[config.mk]
export PLATFORM = sky130hd
export DESIGN_NAME = dam_ctrl
export DESIGN_NICKNAME = d
export VERILOG_FILES = /design/src/hw/rtl/dam_pkg.sv /design/src/hw/rtl/dam_ctrl.sv
export SDC_FILE = /design/constraint.sdc
export NUM_CORES = 1
export LEC_CHECK = 0
export BUFFER_PORTS_ARGS = -buffer_cell sky130_fd_sc_hd__buf_4
export CORE_AREA = 2 2 39 41
export CTS_CLUSTER_DIAMETER = 30
export CTS_CLUSTER_SIZE = 8
export DETAILED_ROUTE_END_ITERATION = 6
export DIE_AREA = 0 0 41 43
export SYNTH_ARGS = -nofsm -noshare
export SYNTH_HDL_FRONTEND = slang
export SYNTH_SLANG_ARGS = --single-unit
[constraint.sdc]
create_clock -name clk_i -period 1.31 [get_ports clk_i]
set_clock_uncertainty 0.2 [all_clocks]
set_input_delay 0.262 -clock clk_i [delete_from_list [all_inputs] [get_ports clk_i]]
set_output_delay 0.262 -clock clk_i [all_outputs]
set_load 0.05 [all_outputs]
[src/hw/rtl/dam_pkg.sv]
`timescale 1ns / 1ps
// Shared types, constants and helpers for the decimal accumulator machine.
// Depends on nothing; every other file of the block uses it.
package dam_pkg;

  // Sizes
  localparam int unsigned MemWords = 100;
  localparam int unsigned AddrW    = 7;
  localparam int unsigned WordW    = 32;
  localparam int unsigned InW      = 15;
  localparam int unsigned CmdW     = 2;
  localparam int unsigned StatW    = 3;
  localparam int unsigned OpW      = 7;
  localparam int unsigned DivCntW  = 5;

  // Decimal split of an instruction word and the legal word range
  localparam logic [WordW-1:0]        DecodeBase = WordW'(100);
  localparam logic signed [WordW-1:0] WordMax    = 32'sd9999;
  localparam logic signed [WordW-1:0] WordMin    = -32'sd9999;
  localparam logic [AddrW-1:0]        LastAddr   = AddrW'(MemWords - 1);
  localparam logic [AddrW-1:0]        MemTop     = AddrW'(MemWords);

  // Opcode split by reciprocal: x / 100 == (x * 5243) >> 19 for every 14-bit x
  localparam int unsigned      DecW     = 14;
  localparam int unsigned      DecShift = 19;
  localparam logic [DecW-1:0]  DecRecip = DecW'(5243);
  localparam logic [WordW-1:0] DecLimit = WordW'(12800);  // lowest word with opcode >= 128

  // Request commands
  typedef enum logic [CmdW-1:0] {
    CMD_LOAD    = 2'd0,
    CMD_STEP    = 2'd1,
    CMD_RESTART = 2'd2
  } dam_cmd_e;

  // Completion status
  typedef enum logic [StatW-1:0] {
    ST_OK        = 3'd0,
    ST_DIV_ZERO  = 3'd1,
    ST_BAD_OP    = 3'd2,
    ST_LOAD_FULL = 3'd3,
    ST_HALTED    = 3'd4
  } dam_status_e;

  // Instruction opcodes
  localparam logic [OpW-1:0] OP_READ   = 7'd10;
  localparam logic [OpW-1:0] OP_WRITE  = 7'd11;
  localparam logic [OpW-1:0] OP_LOAD   = 7'd20;
  localparam logic [OpW-1:0] OP_STORE  = 7'd21;
  localparam logic [OpW-1:0] OP_ADD    = 7'd30;
  localparam logic [OpW-1:0] OP_SUB    = 7'd31;
  localparam logic [OpW-1:0] OP_DIV    = 7'd32;
  localparam logic [OpW-1:0] OP_MUL    = 7'd33;
  localparam logic [OpW-1:0] OP_BRANCH = 7'd40;
  localparam logic [OpW-1:0] OP_BRNEG  = 7'd41;
  localparam logic [OpW-1:0] OP_BRZERO = 7'd42;
  localparam logic [OpW-1:0] OP_HALT   = 7'd43;

  // Controller states
  typedef enum logic [2:0] {
    S_IDLE,
    S_DISPATCH,
    S_FETCH,
    S_DEC_WAIT,
    S_EXEC,
    S_DIV_WAIT,
    S_RESP
  } dam_state_e;

  // Commands from controller to datapath
  typedef struct packed {
    logic capture;
    logic do_load;
    logic do_restart;
    logic step_halted;
    logic rd_pc;
    logic bad_word;
    logic dec_start;
    logic dec_end;
    logic exec;
    logic div_start;
    logic div_end;
    logic rsp_load;
  } dam_ctrl_t;

  // Status from datapath to controller
  typedef struct packed {
    logic [CmdW-1:0] cmd;
    logic            halted;
    logic            word_neg;
    logic            div_busy;
    logic            div_done;
    logic            div_op;
    logic            opd_zero;
  } dam_stat_t;

  // Result payload
  typedef struct packed {
    logic [AddrW-1:0] pc;
    logic [WordW-1:0] acc;
    logic             out_valid;
    logic [WordW-1:0] out_value;
    logic             halted;
    logic [StatW-1:0] status;
  } dam_rsp_t;

  // Clamp a request word to the legal decimal range and widen it
  function automatic logic [WordW-1:0] sat_word(input logic signed [InW-1:0] w);
    logic signed [WordW-1:0] ext;
    ext = WordW'(w);
    if (ext > WordMax) begin
      ext = WordMax;
    end else if (ext < WordMin) begin
      ext = WordMin;
    end
    return ext;
  endfunction

endpackage

[src/hw/rtl/dam_ctrl.sv]
`timescale 1ns / 1ps
// Controller state machine: sequences fetch, decode, execute and response.
// Depends on dam_pkg; talks to dam_dpath through dam_ctrl_t and dam_stat_t.
module dam_ctrl (
  input  logic                 clk_i,
  input  logic                 rst_ni,
  input  logic                 req_valid_i,
  output logic                 req_ready_o,
  output logic                 rsp_valid_o,
  input  logic                 rsp_ready_i,
  input  dam_pkg::dam_stat_t   stat_i,
  output dam_pkg::dam_ctrl_t   ctrl_o
);
  import dam_pkg::*;

  dam_state_e state_q, state_d;
  logic       rsp_valid_q, rsp_valid_d;
  logic       rsp_free;
  logic       accept;

  assign req_ready_o = (state_q == S_IDLE);
  assign accept      = req_valid_i & req_ready_o;
  assign rsp_free    = ~rsp_valid_q | rsp_ready_i;

  // Next state
  always_comb begin
    state_d = state_q;
    case (state_q)
      S_IDLE: begin
        if (accept) state_d = S_DISPATCH;
      end
      S_DISPATCH: begin
        case (stat_i.cmd)
          CMD_STEP: state_d = stat_i.halted ? S_RESP : S_FETCH;
          default:  state_d = S_RESP;
        endcase
      end
      S_FETCH: begin
        state_d = stat_i.word_neg ? S_RESP : S_DEC_WAIT;
      end
      S_DEC_WAIT: begin
        state_d = S_EXEC;
      end
      S_EXEC: begin
        state_d = (stat_i.div_op && !stat_i.opd_zero) ? S_DIV_WAIT : S_RESP;
      end
      S_DIV_WAIT: begin
        if (stat_i.div_done) state_d = S_RESP;
      end
      S_RESP: begin
        if (rsp_free) state_d = S_IDLE;
      end
      default: begin
        state_d = S_IDLE;
      end
    endcase
  end

  // Datapath commands
  always_comb begin
    ctrl_o         = '0;
    ctrl_o.capture = accept;
    case (state_q)
      S_DISPATCH: begin
        case (stat_i.cmd)
          CMD_LOAD:    ctrl_o.do_load     = 1'b1;
          CMD_RESTART: ctrl_o.do_restart  = 1'b1;
          CMD_STEP: begin
            ctrl_o.step_halted = stat_i.halted;
            ctrl_o.rd_pc       = ~stat_i.halted;
          end
          default: ;
        endcase
      end
      S_FETCH: begin
        ctrl_o.bad_word  = stat_i.word_neg;
        ctrl_o.dec_start = ~stat_i.word_neg;
      end
      S_DEC_WAIT: begin
        ctrl_o.dec_end = 1'b1;
      end
      S_EXEC: begin
        ctrl_o.div_start = stat_i.div_op & ~stat_i.opd_zero;
        ctrl_o.exec      = ~(stat_i.div_op & ~stat_i.opd_zero);
      end
      S_DIV_WAIT: begin
        ctrl_o.div_end = stat_i.div_done;
      end
      S_RESP: begin
        ctrl_o.rsp_load = rsp_free;
      end
      default: ;
    endcase
  end

  // Response valid: raise on load, drop once taken
  always_comb begin
    rsp_valid_d = rsp_valid_q;
    if (ctrl_o.rsp_load) begin
      rsp_valid_d = 1'b1;
    end else if (rsp_ready_i) begin
      rsp_valid_d = 1'b0;
    end
  end

  always_ff @(posedge clk_i or negedge rst_ni) begin
    if (!rst_ni) begin
      state_q     <= S_IDLE;
      rsp_valid_q <= 1'b0;
    end else begin
      state_q     <= state_d;
      rsp_valid_q <= rsp_valid_d;
    end
  end

  assign rsp_valid_o = rsp_valid_q;

`ifndef SYNTHESIS
  a_rsp_from_resp: assert property (@(posedge clk_i) disable iff (!rst_ni)
    $rose(rsp_valid_q) |-> $past(state_q == S_RESP))
    else $error("response raised outside the response state");
  a_div_idle_start: assert property (@(posedge clk_i) disable iff (!rst_ni)
    ctrl_o.div_start |-> !stat_i.div_busy)
    else $error("divider started while busy");
`endif

endmodule

==> impl_metrics.py <==
metrics = {
    "status": {
        "outcome": "complete, but fails checks",
        "violations": "negative setup slack",
    },
    "clock_network": {
        "clk_pin_slew_ns": 0.04,
        "ctsRootBufferMaster": "clkbuf_4",
        "cts.sinks": 4,
        "cts_buffers": 3,
        "clk_path_buf_depth": 2,
        "worstSkewPairLatency_ns": 0.24,
        "cts_tree": "yes",
        "htree_levels": 1,
    },
    "worst_setup_path": {
        "critPathRequiredTime_ns": 0.85,
        "crit_type": "reg -> out",
        "r2r_setup_slack_ns": -0.10,
        "cp_max_fo": 4,
        "rr_worst_depth": 5,
        "cp-start-kind": "register",
        "setup.worst_path.end_class": "output pin",
        "arrival_ns": 1.29,
    },
    "power_and_ir_drop": {
        "power_density_nw_per_um2": 2299,
        "total_power_mw": 2.209,
        "p_leak_nw": 0.4371,
        "vdd_ir_drop_max_mv": 1.369,
    },
    "layout": {
        "final_common_cell": "buf_4",
        "nets": 103,
        "final-seq-area_um2": 102.6,
        "antenna_cells": 0,
        "drive_gt1_share_pct": 75.56,
        "final_cell_mix": "buf_4, buf_6, nor2_4, nand2_1",
        "multi_input_area_um2": 395.4,
        "n_fill_cell": 111,
        "syn_to_final_growth_pct": 146.9,
    },
    "synth": {
        "synthSimpleGateAreaFrac_pct": 43.09,
        "yosys.area_share.xor_xnor_pct": 0,
        "synthesis.nets": 61,
        "synthMuxAreaShare_pct": 0,
        "ys_ff_latch": 4,
        "synth_area_um2": 389.1,
        "synth_top_family_by_area": "simple AND/OR/NAND/NOR gates",
        "synthAdderAreaFrac_pct": 0,
        "synth-seq-area-share_pct": 25.72,
        "synth_compound_area_share_pct": 17.68,
        "yosys_warnings": 0,
        "netlist_instances": 49,
        "yosysUniqueCellTypes": 25,
        "avgSynthCellArea_um2": 7.941,
    },
    "placed_design": {
        "portBuffers": 24,
        "dp_slack_ns": -0.2854,
        "hpwl_um": 856.3,
        "gp_congestion": 0.7005,
    },
    "drt": {
        "drtIter0Drc": 1,
        "viasPerCell": 4.604,
        "wirelength_mm": 1.271,
        "antenna_left": 0,
        "drt_first_pass_iters": 3,
        "wl_per_cell_um": 11.99,
        "via_count": 488,
        "drcViolationCount": 0,
    },
    "global_route": {
        "grt_antenna_before_repair": 0,
        "grt_pass1_vias": 462,
        "grt_pass1_wl_mm": 1.966,
        "grt_use_total_pct": 16.50,
        "grt_max_degree": 12,
        "overflow": 0,
    },
    "sta": {
        "max_freq_ghz": 0.5713,
        "rsz0062_at_grt": "yes",
        "drv_slew": 0,
        "setup_viol_count_final": 16,
        "hold_viol_final": 0,
        "maxSlewHeadroom_pct": 83.99,
        "period_share_pct": 133.6,
        "whs_ns": 0.08471,
        "min_period_ns": 1.751,
        "worst_slack_ns": -0.4405,
        "tightestPinTransition_ns": 0.2377,
    },
    "floorplanning": {
        "coreArea_um2": 1384,
        "std_cell_rows": 14,
        "die_area_um2": 1763,
        "pin_count": 26,
        "die_y_um": 43,
        "die_w_um": 41,
        "initial_utilization_pct": 28.12,
    },
    "worst_hold_path": {
        "worstHoldPathType": "in -> reg",
        "hold_path_depth": 2,
    },
    "run": {
        "max_cap_violations": 0,
    },
}
==> through the flow <==
step	cell area [µm²]	instances	TNS, ns	utilization [%]
floorplan	483.0	49	-4.150	-
global placement	733.2	96	-2.434	52.98
detailed placement	733.2	96	-2.750	52.98
CTS	874.6	104	-5.359	63.20
global route	960.9	106	-6.389	69.44
finish	960.9	106	-5.466	69.44
==> flip-flops by register name, summed over array words and instances, names as in the netlist <==
register     cells
rsp_valid_o      1
state_q          3
==> path summary, 6_finish.rpt <==
kind	from	end
setup / recovery	state_q[0]$_DFFE_PN0P_	ctrl_o[9]
hold / removal	stat_i[2]	state_q[0]$_DFFE_PN0P_
setup reg to reg	state_q[1]$_DFFE_PN0P_	state_q[1]$_DFFE_PN0P_
hold reg to reg	rsp_valid_o$_DFFE_PN0P_	rsp_valid_o$_DFFE_PN0P_
max in group asynchronous	rst_ni	rsp_valid_o$_DFFE_PN0P_
min in group asynchronous	rst_ni	state_q[2]$_DFFE_PN0P_
==> layout make-up <==
type	count	area share [%]
repair buffers	42	42.58
flip-flops and latches	4	10.68
multi-input cells	38	41.15
clock buffers	4	2.734
well taps	16	2.083
inverters	2	0.7812
==> per-layer routing <==
metal	global-route usage [%]	vias to the layer above	routed length, µm
met4	8.000	0	0
li1	-	249	-
met1	23.43	227	529
met3	3.141	0	43
met5	0	-	0
met2	23.13	12	698
==> synth_stat cells <==
cell | instances | share of area [%]
o221ai_1 | 1 | 2.3
o21ai_0 | 1 | 1.3
nand2b_1 | 4 | 6.4
o211a_1 | 1 | 2.6
o21ai_1 | 1 | 1.3
buf_4 | 3 | 5.8
nor2b_1 | 4 | 6.4
nor3b_1 | 1 | 1.9
dfrtp_1 | 4 | 26
a21o_1 | 1 | 1.9
nor4b_1 | 1 | 2.3
and2_1 | 1 | 1.6
nor2_1 | 4 | 3.9
buf_6 | 2 | 5.8
nor2_2 | 1 | 1.6
nor3_1 | 3 | 3.9
and3_1 | 2 | 3.2
nor3_2 | 1 | 2.6
nand2_1 | 5 | 4.8
o31ai_1 | 1 | 1.9
nor4bb_1 | 1 | 2.6
a221oi_2 | 1 | 3.9
inv_1 | 2 | 1.9
nand3b_1 | 1 | 1.9
a21oi_1 | 2 | 2.6
==> power breakdown <==
part,switching [mW],internal [mW]
Sequential,0.0727,0.191
Clock,0.0520,0.114
Combinational,0.920,0.858
==> timing repair <==
item / 4_1_cts / 5_1_grt
pin swaps: 5 / 2
setup endpoints to repair: 15 / 16
cloned: 0 / 1
hold buffers: 1 / 0
gates resized for setup: 20 / 16
endpoints found under the hold margin: 4 / 0
buffers inserted: 3 / 1
==> worst max-delay path, cell delays in order (launching register included) <==
cell	delay, ns
dfrtp_1	0.39
nor2b_4	0.20
nand2b_4	0.10
nor3b_2	0.19
buf_6	0.18
==> kinds of logic after synthesis <==
| logic type | Yosys count |
|---|---|
| flip-flops | 4 |
| AND/OR/NAND/NOR | 29 |
| buffers and inverters | 7 |
| AO/OA/AOI/OAI | 9 |
(Power assumes the default switching activity.)
